--- config.mk ---
export PLATFORM = sky130hd
export DESIGN_NAME = linear_interp_resampler
export DESIGN_NICKNAME = d
export VERILOG_FILES = /design/src/hw/rtl/lirs_pkg.sv /design/src/hw/rtl/lirs_shared_unit.sv /design/src/hw/rtl/linear_interp_resampler.sv
export SDC_FILE = /design/constraint.sdc
export NUM_CORES = 2
export LEC_CHECK = 0
export BUFFER_PORTS_ARGS = -buffer_cell sky130_fd_sc_hd__buf_2
export CAP_MARGIN = 5
export CORE_MARGIN = 10
export CORE_UTILIZATION = 42
export CTS_BUF_LIST = sky130_fd_sc_hd__clkbuf_8
export DETAILED_ROUTE_END_ITERATION = 8
export SYNTH_ARGS = -nofsm -noshare
export SYNTH_HDL_FRONTEND = slang
export SYNTH_SLANG_ARGS = --single-unit
--- constraint.sdc ---
create_clock -name i_clk -period 10.7 [get_ports i_clk]
set_clock_uncertainty 0.15 [all_clocks]
set_input_delay 1.07 -clock i_clk [delete_from_list [all_inputs] [get_ports i_clk]]
set_output_delay 1.07 -clock i_clk [all_outputs]
set_load 0.01 [all_outputs]
--- src/hw/rtl/lirs_pkg.sv ---
// shared types and constants of the linear interpolation resampler
package lirs_pkg;

    // field and register widths
    localparam int SAMPLE_W   = 8;
    localparam int RATE_W     = 18;
    localparam int COUNT_W    = 24;
    localparam int TOTAL_W    = 31;
    localparam int PROD_W     = RATE_W + COUNT_W;
    localparam int CFG_DATA_W = 24;
    localparam int CFG_IDX_W  = 2;

    // register indexes
    localparam logic [CFG_IDX_W-1:0] CFG_SOURCE_RATE  = 2'd0;
    localparam logic [CFG_IDX_W-1:0] CFG_TARGET_RATE  = 2'd1;
    localparam logic [CFG_IDX_W-1:0] CFG_SAMPLE_COUNT = 2'd2;

    // register reset values
    localparam logic [RATE_W-1:0]  RST_SOURCE_RATE  = 18'd6000;
    localparam logic [RATE_W-1:0]  RST_TARGET_RATE  = 18'd22050;
    localparam logic [COUNT_W-1:0] RST_SAMPLE_COUNT = 24'd2;

    // output count saturation
    localparam logic [TOTAL_W-1:0] TOTAL_MAX = 31'h7FFF_FFFF;

    // operation of the shared bit-serial unit
    typedef enum logic {
        OP_DIV,
        OP_MUL
    } t_unit_op;

    // request from the sequencer to the shared unit
    typedef struct packed {
        logic     start;
        t_unit_op op;
    } t_unit_req;

    // sequencer states
    typedef enum logic [3:0] {
        S_IDLE,
        S_CHECK,
        S_MUL,
        S_STAGE,
        S_FINISH,
        S_SK_DIV,
        S_SK_DIV_W,
        S_SK_MUL,
        S_SK_MUL_W,
        S_D_MUL,
        S_D_DIV1,
        S_D_DIV1_W,
        S_D_DIV2,
        S_D_DIV2_W
    } t_state;

endpackage

--- src/hw/rtl/lirs_shared_unit.sv ---
// shared bit-serial unit: restoring divide or shift-add multiply, one bit a cycle
module lirs_shared_unit
    import lirs_pkg::*;
#(
    parameter int UW = 42
) (
    input  logic          i_clk,
    input  logic          i_rst_n,
    input  t_unit_req     i_req,
    input  logic [UW-1:0] i_opa,
    input  logic [UW-1:0] i_opb,
    output logic          o_done,
    output logic [UW-1:0] o_result
);

    localparam int CW = $clog2(UW + 1);

    logic          r_busy;
    logic          r_done;
    t_unit_op      r_op;
    logic [CW-1:0] r_cnt;
    logic [UW:0]   r_acc;
    logic [UW-1:0] r_q;
    logic [UW-1:0] r_b;

    logic          w_div;
    logic [UW:0]   w_acc_sh;
    logic [UW+1:0] w_opb;
    logic [UW+1:0] w_sum;

    // one shared adder: subtract the divisor or add the multiplicand
    always_comb begin
        w_div    = (r_op == OP_DIV);
        w_acc_sh = {r_acc[UW-1:0], w_div ? r_q[UW-1] : 1'b0};
        if (w_div) begin
            w_opb = ~{2'b00, r_b};
        end else if (r_q[UW-1]) begin
            w_opb = {2'b00, r_b};
        end else begin
            w_opb = '0;
        end
        w_sum = {1'b0, w_acc_sh} + w_opb + {{(UW+1){1'b0}}, w_div};
    end

    // control
    always_ff @(posedge i_clk) begin
        if (!i_rst_n) begin
            r_busy <= 1'b0;
            r_done <= 1'b0;
            r_cnt  <= '0;
        end else if (i_req.start) begin
            r_busy <= 1'b1;
            r_done <= 1'b0;
            r_cnt  <= CW'(UW);
        end else if (r_busy) begin
            r_cnt <= r_cnt - 1'b1;
            if (r_cnt == CW'(1)) begin
                r_busy <= 1'b0;
                r_done <= 1'b1;
            end
        end else begin
            r_done <= 1'b0;
        end
    end

    // datapath
    always_ff @(posedge i_clk) begin
        if (i_req.start) begin
            r_op  <= i_req.op;
            r_acc <= '0;
            r_q   <= i_opa;
            r_b   <= i_opb;
        end else if (r_busy) begin
            if (w_div) begin
                if (!w_sum[UW+1]) begin
                    r_acc <= w_sum[UW:0];
                    r_q   <= {r_q[UW-2:0], 1'b1};
                end else begin
                    r_acc <= w_acc_sh;
                    r_q   <= {r_q[UW-2:0], 1'b0};
                end
            end else begin
                r_acc <= w_sum[UW:0];
                r_q   <= {r_q[UW-2:0], 1'b0};
            end
        end
    end

    assign o_done   = r_done;
    assign o_result = (r_op == OP_DIV) ? r_q : r_acc[UW-1:0];

endmodule

--- src/hw/rtl/linear_interp_resampler.sv ---
// top level: linear interpolation sample rate converter for signed 8-bit blocks
// an item with k results runs check, multiply and stage for each result, then a last check and finish
// when outputs are dropped, a divide and a multiply on the shared unit skip past them
// a first sample of a block goes straight to finish; one item is in work at a time
// a register write, and reset, run a derive pass on the shared unit
// reset loads the default rates and count and then runs that pass before taking items
module linear_interp_resampler
    import lirs_pkg::*;
#(
    parameter int FRAC_BITS   = 16,
    parameter int MAX_OUTPUTS = 64
) (
    input  logic                  i_clk,
    input  logic                  i_rst_n,
    input  logic                  i_cfg_we,
    input  logic [CFG_IDX_W-1:0]  i_cfg_index,
    input  logic [CFG_DATA_W-1:0] i_cfg_data,
    input  logic                  i_in_valid,
    output logic                  o_in_stall,
    input  logic signed [7:0]     i_sample_in,
    output logic                  o_out_valid,
    input  logic                  i_out_stall,
    output logic signed [7:0]     o_sample_out,
    output logic                  o_run_last,
    output logic                  o_block_end
);

    localparam int F      = FRAC_BITS;
    localparam int STEP_W = COUNT_W + F;
    localparam int POS_W  = COUNT_W + F + 1;
    localparam int UW     = (POS_W > PROD_W) ? POS_W : PROD_W;
    localparam int SUM_W  = F + 10;
    localparam int CNT_W  = $clog2(MAX_OUTPUTS + 1);

    // state
    t_state                 r_state, n_state;
    logic [RATE_W-1:0]      r_src_rate, n_src_rate;
    logic [RATE_W-1:0]      r_tgt_rate, n_tgt_rate;
    logic [COUNT_W-1:0]     r_smp_cnt, n_smp_cnt;
    logic [SAMPLE_W-1:0]    r_prev, n_prev;
    logic [COUNT_W-1:0]     r_in_idx, n_in_idx;
    logic [TOTAL_W-1:0]     r_out_idx, n_out_idx;
    logic [POS_W-1:0]       r_pos, n_pos;
    logic [STEP_W-1:0]      r_step, n_step;
    logic [TOTAL_W-1:0]     r_total, n_total;
    logic [CNT_W-1:0]       r_cnt, n_cnt;
    logic                   r_pend_vld, n_pend_vld;
    logic                   r_out_vld, n_out_vld;

    // payload
    logic [SAMPLE_W-1:0]    r_cur, n_cur;
    logic [PROD_W-1:0]      r_prod, n_prod;
    logic signed [SUM_W-1:0] r_sum, n_sum;
    logic [SAMPLE_W-1:0]    r_pend_val, n_pend_val;
    logic [SAMPLE_W-1:0]    r_out_sample, n_out_sample;
    logic                   r_out_last, n_out_last;
    logic                   r_out_end, n_out_end;

    // shared unit connection
    t_unit_req              w_req;
    logic [UW-1:0]          w_opa;
    logic [UW-1:0]          w_opb;
    logic                   u_done;
    logic [UW-1:0]          u_result;

    // helpers
    logic                    w_out_free;
    logic                    w_in_range;
    logic                    w_more;
    logic                    w_cfg_ok;
    logic signed [8:0]       w_diff;
    logic signed [SUM_W-1:0] w_mprod;
    logic signed [SUM_W-1:0] w_sum;
    logic signed [SUM_W-1:0] w_biased;
    logic signed [SUM_W-1:0] w_shift;
    logic [SAMPLE_W-1:0]     w_val;
    logic [TOTAL_W-1:0]      w_next;

    lirs_shared_unit #(
        .UW (UW)
    ) u_unit (
        .i_clk    (i_clk),
        .i_rst_n  (i_rst_n),
        .i_req    (w_req),
        .i_opa    (w_opa),
        .i_opb    (w_opb),
        .o_done   (u_done),
        .o_result (u_result)
    );

    // interpolation: prev*ONE + f*(cur-prev), then halve and scale back toward zero
    always_comb begin
        w_diff   = $signed({r_cur[7], r_cur}) - $signed({r_prev[7], r_prev});
        w_mprod  = $signed({1'b0, r_pos[F-1:0]}) * w_diff;
        w_sum    = w_mprod + $signed({{(SUM_W-SAMPLE_W-F){r_prev[7]}}, r_prev, {F{1'b0}}});
        w_biased = r_sum[SUM_W-1]
                 ? r_sum + $signed({{(SUM_W-F-1){1'b0}}, {(F+1){1'b1}}})
                 : r_sum;
        w_shift  = w_biased >>> (F + 1);
        w_val    = w_shift[SAMPLE_W-1:0];
    end

    // loop tests
    assign w_out_free = !r_out_vld || !i_out_stall;
    assign w_in_range = (r_pos < POS_W'({r_in_idx, {F{1'b0}}})) && (r_out_idx < r_total);
    assign w_more     = w_in_range && (r_cnt < CNT_W'(MAX_OUTPUTS));
    assign w_cfg_ok   = (r_smp_cnt >= COUNT_W'(2)) && (r_src_rate != '0) && (r_tgt_rate != '0);
    assign w_next     = (u_result < UW'(r_total)) ? u_result[TOTAL_W-1:0] : r_total;

    // sequencer: next state, datapath updates and unit requests
    always_comb begin
        n_state      = r_state;
        n_src_rate   = r_src_rate;
        n_tgt_rate   = r_tgt_rate;
        n_smp_cnt    = r_smp_cnt;
        n_prev       = r_prev;
        n_in_idx     = r_in_idx;
        n_out_idx    = r_out_idx;
        n_pos        = r_pos;
        n_step       = r_step;
        n_total      = r_total;
        n_cnt        = r_cnt;
        n_pend_vld   = r_pend_vld;
        n_cur        = r_cur;
        n_prod       = r_prod;
        n_sum        = r_sum;
        n_pend_val   = r_pend_val;
        n_out_vld    = r_out_vld && i_out_stall;
        n_out_sample = r_out_sample;
        n_out_last   = r_out_last;
        n_out_end    = r_out_end;
        w_req.start  = 1'b0;
        w_req.op     = OP_DIV;
        w_opa        = '0;
        w_opb        = '0;

        unique case (r_state)
            S_IDLE: begin
                if (i_in_valid) begin
                    n_cur   = i_sample_in;
                    n_cnt   = '0;
                    n_state = (r_in_idx != '0) ? S_CHECK : S_FINISH;
                end
            end
            S_CHECK: begin
                if (w_more) begin
                    n_state = S_MUL;
                end else if (w_in_range) begin
                    if (r_step != '0) begin
                        n_state = S_SK_DIV;
                    end else begin
                        n_out_idx = r_total;
                        n_pos     = '0;
                        n_state   = S_FINISH;
                    end
                end else begin
                    n_state = S_FINISH;
                end
            end
            S_MUL: begin
                n_sum     = w_sum;
                n_out_idx = r_out_idx + 1'b1;
                n_pos     = r_pos + POS_W'(r_step);
                n_cnt     = r_cnt + 1'b1;
                n_state   = S_STAGE;
            end
            S_STAGE: begin
                if (!r_pend_vld || w_out_free) begin
                    if (r_pend_vld) begin
                        n_out_vld    = 1'b1;
                        n_out_sample = r_pend_val;
                        n_out_last   = 1'b0;
                        n_out_end    = 1'b0;
                    end
                    n_pend_val = w_val;
                    n_pend_vld = 1'b1;
                    n_state    = S_CHECK;
                end
            end
            S_FINISH: begin
                if (!r_pend_vld || w_out_free) begin
                    if (r_pend_vld) begin
                        n_out_vld    = 1'b1;
                        n_out_sample = r_pend_val;
                        n_out_last   = 1'b1;
                        n_out_end    = (r_out_idx >= r_total);
                    end
                    n_pend_vld = 1'b0;
                    n_prev     = r_cur;
                    if (({1'b0, r_in_idx} + 1'b1) >= {1'b0, r_smp_cnt}) begin
                        n_in_idx  = '0;
                        n_out_idx = '0;
                        n_pos     = '0;
                    end else begin
                        n_in_idx = r_in_idx + 1'b1;
                    end
                    n_state = S_IDLE;
                end
            end
            S_SK_DIV: begin
                w_req.start = 1'b1;
                w_req.op    = OP_DIV;
                w_opa       = UW'({r_in_idx, {F{1'b0}}}) + UW'(r_step) - UW'(1);
                w_opb       = UW'(r_step);
                n_state     = S_SK_DIV_W;
            end
            S_SK_DIV_W: begin
                if (u_done) begin
                    n_out_idx = w_next;
                    n_state   = S_SK_MUL;
                end
            end
            S_SK_MUL: begin
                w_req.start = 1'b1;
                w_req.op    = OP_MUL;
                w_opa       = UW'(r_out_idx);
                w_opb       = UW'(r_step);
                n_state     = S_SK_MUL_W;
            end
            S_SK_MUL_W: begin
                if (u_done) begin
                    n_pos   = u_result[POS_W-1:0];
                    n_state = S_FINISH;
                end
            end
            S_D_MUL: begin
                n_prod = r_smp_cnt * r_tgt_rate;
                if (w_cfg_ok) begin
                    n_state = S_D_DIV1;
                end else begin
                    n_total = '0;
                    n_step  = '0;
                    n_state = S_IDLE;
                end
            end
            S_D_DIV1: begin
                w_req.start = 1'b1;
                w_req.op    = OP_DIV;
                w_opa       = UW'(r_prod);
                w_opb       = UW'(r_src_rate);
                n_state     = S_D_DIV1_W;
            end
            S_D_DIV1_W: begin
                if (u_done) begin
                    if (u_result[UW-1:TOTAL_W] != '0) begin
                        n_total = TOTAL_MAX;
                        n_state = S_D_DIV2;
                    end else if (u_result[TOTAL_W-1:0] == '0) begin
                        n_total = '0;
                        n_step  = '0;
                        n_state = S_IDLE;
                    end else begin
                        n_total = u_result[TOTAL_W-1:0];
                        n_state = S_D_DIV2;
                    end
                end
            end
            S_D_DIV2: begin
                w_req.start = 1'b1;
                w_req.op    = OP_DIV;
                w_opa       = UW'({r_smp_cnt - 1'b1, {F{1'b0}}});
                w_opb       = UW'(r_total);
                n_state     = S_D_DIV2_W;
            end
            S_D_DIV2_W: begin
                if (u_done) begin
                    n_step  = u_result[STEP_W-1:0];
                    n_state = S_IDLE;
                end
            end
            default: begin
                n_state = S_IDLE;
            end
        endcase

        // register write restarts the block and the derive pass
        if (i_cfg_we && (i_cfg_index <= CFG_SAMPLE_COUNT)) begin
            unique case (i_cfg_index)
                CFG_SOURCE_RATE:  n_src_rate = i_cfg_data[RATE_W-1:0];
                CFG_TARGET_RATE:  n_tgt_rate = i_cfg_data[RATE_W-1:0];
                CFG_SAMPLE_COUNT: n_smp_cnt  = i_cfg_data[COUNT_W-1:0];
                default:          n_smp_cnt  = r_smp_cnt;
            endcase
            n_in_idx  = '0;
            n_out_idx = '0;
            n_pos     = '0;
            n_state   = S_D_MUL;
        end
    end

    // control registers
    always_ff @(posedge i_clk) begin
        if (!i_rst_n) begin
            r_state    <= S_D_MUL;
            r_src_rate <= RST_SOURCE_RATE;
            r_tgt_rate <= RST_TARGET_RATE;
            r_smp_cnt  <= RST_SAMPLE_COUNT;
            r_prev     <= '0;
            r_in_idx   <= '0;
            r_out_idx  <= '0;
            r_pos      <= '0;
            r_step     <= '0;
            r_total    <= '0;
            r_cnt      <= '0;
            r_pend_vld <= 1'b0;
            r_out_vld  <= 1'b0;
        end else begin
            r_state    <= n_state;
            r_src_rate <= n_src_rate;
            r_tgt_rate <= n_tgt_rate;
            r_smp_cnt  <= n_smp_cnt;
            r_prev     <= n_prev;
            r_in_idx   <= n_in_idx;
            r_out_idx  <= n_out_idx;
            r_pos      <= n_pos;
            r_step     <= n_step;
            r_total    <= n_total;
            r_cnt      <= n_cnt;
            r_pend_vld <= n_pend_vld;
            r_out_vld  <= n_out_vld;
        end
    end

    // payload registers
    always_ff @(posedge i_clk) begin
        r_cur        <= n_cur;
        r_prod       <= n_prod;
        r_sum        <= n_sum;
        r_pend_val   <= n_pend_val;
        r_out_sample <= n_out_sample;
        r_out_last   <= n_out_last;
        r_out_end    <= n_out_end;
    end

    // ports
    assign o_in_stall   = (r_state != S_IDLE);
    assign o_out_valid  = r_out_vld;
    assign o_sample_out = r_out_sample;
    assign o_run_last   = r_out_last;
    assign o_block_end  = r_out_end;

    // checks
    a_cnt_bound: assert property (@(posedge i_clk) disable iff (!i_rst_n)
        r_cnt <= CNT_W'(MAX_OUTPUTS))
        else $error("result count per transfer above limit");

    a_idx_bound: assert property (@(posedge i_clk) disable iff (!i_rst_n)
        r_out_idx <= r_total)
        else $error("output index beyond output total");

    a_end_is_last: assert property (@(posedge i_clk) disable iff (!i_rst_n)
        (o_out_valid && o_block_end) |-> o_run_last)
        else $error("block end without run last");

    a_push_src: assert property (@(posedge i_clk) disable iff (!i_rst_n)
        $rose(r_out_vld) |-> ($past(r_state) == S_STAGE || $past(r_state) == S_FINISH))
        else $error("output loaded outside stage or finish");

    a_pend_busy: assert property (@(posedge i_clk) disable iff (!i_rst_n)
        r_pend_vld |-> o_in_stall)
        else $error("input open while a result is pending");

endmodule
==> tab_implementation.tex <==
\begin{tabular}{lr}
\hline
Metric & Value \\
\hline
\multicolumn{2}{l}{\textbf{Floorplanning}} \\
\quad Die span in y & approximately 360 µm \\
\quad Area of the core & between 0.1 and 0.15 mm² \\
\quad Placement Rows & 126 \\
\quad Floorplan die area & 0.132 mm² \\
\quad Effective utilization at floorplan & 42.2\% \\
\quad I/O pin total & between 50 and 60 \\
\quad Die Wd & 364 µm \\
\multicolumn{2}{l}{\textbf{Setup path}} \\
\quad CP endpoint kind & flop \\
\quad Dominant cell type by count on the critical path & sky130\_fd\_sc\_hd\_\_fa\_1 \\
\quad Highest fanout seen on the critical path & 18 \\
\quad Family with the most delay on the worst path & adder cells \\
\quad CP Buf/Inv Count & 5 \\
\quad Worst path max stage delay & about 550 ps \\
\quad Kind of launch point of the worst setup path & flop \\
\quad Worst Path Arrival & 8320 ps \\
\quad CP Data Required Time & roughly 11,000 ps \\
\quad Library cell contributing the largest single delay on the critical path & sky130\_fd\_sc\_hd\_\_fa\_1 \\
\quad Setup CP Type & flop to flop \\
\multicolumn{2}{l}{\textbf{Layout}} \\
\quad Post-layout util & 45.3\% \\
\quad Multi-input logic area & $\sim$0.034 mm² \\
\quad Final-stage net count & approximately 6,600 \\
\quad Register area & 0.0113 mm² \\
\quad Finished layout cell area & 0.0534 mm² \\
\quad Area overhead of the layout relative to synthesis & 7.39\% \\
\quad Ratio of cells with drive above 1 in the final layout & 5.49\% \\
\quad Number of fill cells & roughly 12,000 \\
\multicolumn{2}{l}{\textbf{Timing}} \\
\quad Part of the cycle the worst path needs & 74.6\% \\
\quad Sum of negative setup slack & 0 ps \\
\quad Maximum clock rate & 125 MHz \\
\quad Number of max-slew violations in the final report & 0 \\
\quad Min Clock Period, post-route & 7980 ps \\
\quad Transition time of the tightest slew-check pin & 1220 ps \\
\quad Setup ws final & 2720 ps \\
\quad Final setup violation count & 0 \\
\quad Relative slew slack & 18.3\% \\
\quad Hold Slack & $\sim$280 ps \\
\quad RSZ-0062 raised after global routing & false \\
\quad Hold Vio Cnt, Final & 0 \\
\multicolumn{2}{l}{\textbf{Clock tree}} \\
\quad Cts hold-fix bufs & 0 \\
\quad CTS Buf Count & 92 \\
\quad Clock-pin slew on the worst setup and hold paths & 60 ps \\
\quad CTS tree & yes \\
\quad Root Buffer Master & sky130\_fd\_sc\_hd\_\_clkbuf\_8 \\
\quad Longest Clk Path Bufs & 3 \\
\quad H-Tree Depth & 3 \\
\quad Post\_cts resized & 0 \\
\quad Sink Count & 475 \\
\quad Number of buffers added for setup after CTS & 0 \\
\quad Clock network latency to the later pin of the worst-skew pair & 800 ps \\
\multicolumn{2}{l}{\textbf{Routing}} \\
\quad Final WL & 154,000 µm \\
\quad Via density & roughly 5.7 \\
\quad 1st-pass router iterations & 8 \\
\quad Via count & about 41,000 \\
\quad DRC & 0 \\
\quad Wire per inst & 21.0 µm \\
\quad Post-detailed-route count of antenna-violating nets & 0 \\
\quad Drt first-iter violations & between 3,000 and 4,000 \\
\multicolumn{2}{l}{\textbf{Logic synthesis}} \\
\quad Post-synthesis mux area share & $\sim$1.2\% \\
\quad Dominant synthesized flop cell & sky130\_fd\_sc\_hd\_\_dfxtp\_1 \\
\quad Share of flip-flops with an asynchronous set or reset after synthesis & 0\% \\
\quad Synth Area in XOR/XNOR & 4.27\% \\
\quad Area fraction in and, or, nand and nor cells after synthesis & about 17\% \\
\quad Total number of yosys warnings & 0 \\
\quad Average cell area after synthesis & 8.59 µm² \\
\quad Synth cell types & 84 \\
\quad Total standard cell area after synthesis & between 0.04 and 0.05 mm² \\
\quad Syn Nets & slightly below 7,000 \\
\quad Synth Area in Compound Gates & 16.4\% \\
\quad Area contributors post-synth & sky130\_fd\_sc\_hd\_\_fa\_1 (19\%), sky130\_fd\_sc\_hd\_\_dfxtp\_1 (12\%), sky130\_fd\_sc\_hd\_\_ha\_1 (11\%) \\
\quad Yosys top cell area share & 18.7\% \\
\quad Largest family of logic cells by synthesized area & adder cells \\
\quad Post-Synth Adder-Cell Area & 30.2\% \\
\quad Fraction of the yosys area taken by sequential cells & 22.7\% \\
\quad Synth area leader & sky130\_fd\_sc\_hd\_\_fa\_1 \\
\quad Flip-flop and latch count after synthesis & 475 \\
\quad Number of enable-type register cells in the synthesized netlist & 177 \\
\quad Post-synthesis instance total & a little under 6,000 \\
\multicolumn{2}{l}{\textbf{Global routing}} \\
\quad Busiest metal layer after global routing & met2 \\
\quad Global-route wire length before repair & 239,000 µm \\
\quad Number of global-route vias before repair & 40,800 \\
\quad GR Util met3 & approximately 3.9\% \\
\quad Pin count of the biggest net entering global routing & 88 \\
\quad Grt ovf & 0 \\
\quad GR met1 Demand/Resource & 32.4\% \\
\quad Number of antenna violations at the first check in global routing & 6 \\
\quad Overall track demand over capacity in global routing & 23.0\% \\
\quad Met2 usage in global routing & 35.7\% \\
\multicolumn{2}{l}{\textbf{Placement}} \\
\quad Weighted congestion at the end of routability-driven global placement & around 0.95 \\
\quad Half-perimeter wire length of the detailed placement result & roughly 120,000 µm \\
\quad Total placed instance area & roughly 0.051 mm² \\
\quad Placement-stage worst setup slack & 2760 ps \\
\quad \# port buffers & 50 \\
\multicolumn{2}{l}{\textbf{Power and ir drop}} \\
\quad Pwr per Cell Area & about 160 mW/mm² \\
\quad Leakage power summed over all cells & 24.0 nW \\
\quad VDD IR max & 0.000145 V \\
\multicolumn{2}{l}{\textbf{Flow run}} \\
\quad Maximum capacitance violations & 0 \\
\multicolumn{2}{l}{\textbf{Status}} \\
\quad Outcome & finished clean \\
\multicolumn{2}{l}{\textbf{Min path}} \\
\quad Type of the tightest min-delay check & flop to flop \\
\hline
\end{tabular}
-- cell type report --
cell class	instances	share of cell area, %
well taps	1536	3.60
diodes	3	0.0141
flip-flops and latches	475	21.1
inverters	781	5.50
clock buffers	101	2.61
multi-input cells	4219	64.3
clock inverters	73	1.33
repair buffers	121	1.47
-- sequential cells by signal (all words and copies together), names as in the netlist, 4 cells and up --
signal	flops
r_prod	42
u_unit.r_b	40
r_out_idx	31
u_unit.r_q	42
o_sample_out	8
r_pos	41
r_total	31
r_cnt	7
r_state	4
r_tgt_rate	18
r_src_rate	18
r_sum	26
r_smp_cnt	24
u_unit.r_cnt	6
r_step	40
r_in_idx	24
u_unit.r_acc	42
r_pend_val	8
r_prev	8
r_cur	8
-- where the power goes --
group	switching (mW)	internal, mW	total (mW)
clock	0.929	1.18	2.11
combinational	2.44	1.40	3.84
sequential	0.422	2.33	2.75
total	3.79	4.91	8.70
-- stage by stage --
| step | total power [mW] | std cells |
|---|---|---|
| after floorplan | 5.42 | 5783 |
| after global placement | 6.51 | 7132 |
| after detailed placement | 6.55 | 7132 |
| after CTS | 8.70 | 7306 |
| after global routing | 9.29 | 7308 |
| final | 8.70 | 7309 |
-- cell families after synthesis --
family	after synthesis
AO/OA/AOI/OAI	1223
XOR/XNOR	242
adder cells (fa/ha/maj)	919
buffers and inverters	1089
flip-flops	475
multiplexers	57
AND/OR/NAND/NOR	1778
-- metal layers --
| layer | routed length [µm] | vias to the layer above |
|---|---|---|
| met3 | 12500 | 220 |
| met1 | 69600 | 20400 |
| li1 | - | 19400 |
| met2 | 67600 | 1447 |
| met4 | 4130 | 2 |
| met5 | 13 | - |
-- cell usage after synthesis, drive strengths merged (10+ instances only) --
cell,number
or3,12
o21bai,30
a22oi,48
o21ai,280
a21oi,285
inv,781
a211oi,47
nand3,90
and3,30
a21boi,71
edfxtp,177
nor2b,85
nand2,711
a31oi,41
xnor2,158
nor4,46
a21o,108
or2,10
nor2,312
a222oi,48
xor2,84
clkbuf,269
dfxtp,298
nor3,107
and2,219
o221ai,32
ha,454
buf,39
o211a,37
a221oi,25
o211ai,64
mux2i,57
nand2b,61
o21a,20
fa,465
nand4,60
-- cells in the final DEF (no fill, tap or decap), types with 72 or more instances in the layout --
cell type,instances
sky130_fd_sc_hd__clkbuf_8,101
sky130_fd_sc_hd__edfxtp_1,177
sky130_fd_sc_hd__nor3_1,104
sky130_fd_sc_hd__nor2b_1,84
sky130_fd_sc_hd__nand3_1,90
sky130_fd_sc_hd__o21ai_0,273
sky130_fd_sc_hd__a21o_1,108
sky130_fd_sc_hd__a21oi_1,284
sky130_fd_sc_hd__xor2_1,84
sky130_fd_sc_hd__inv_1,801
sky130_fd_sc_hd__xnor2_1,158
sky130_fd_sc_hd__fa_1,465
sky130_fd_sc_hd__nand2_1,708
sky130_fd_sc_hd__dfxtp_1,297
sky130_fd_sc_hd__and2_1,218
sky130_fd_sc_hd__buf_4,72
sky130_fd_sc_hd__ha_1,454
sky130_fd_sc_hd__nor2_1,304
-- final timing paths --
path                                     from         endpoint  slack, ps  cells past startpoint
worst max-delay path                 r_cur[0]        r_sum[25]       2720                     31
worst min-delay path            r_pend_val[6]  o_sample_out[6]        280                      0
worst max register to register       r_cur[0]        r_sum[25]       2720                     31
worst min register to register  r_pend_val[6]  o_sample_out[6]        280                      0
No activity file was read; power rests on OpenSTA's default activity.
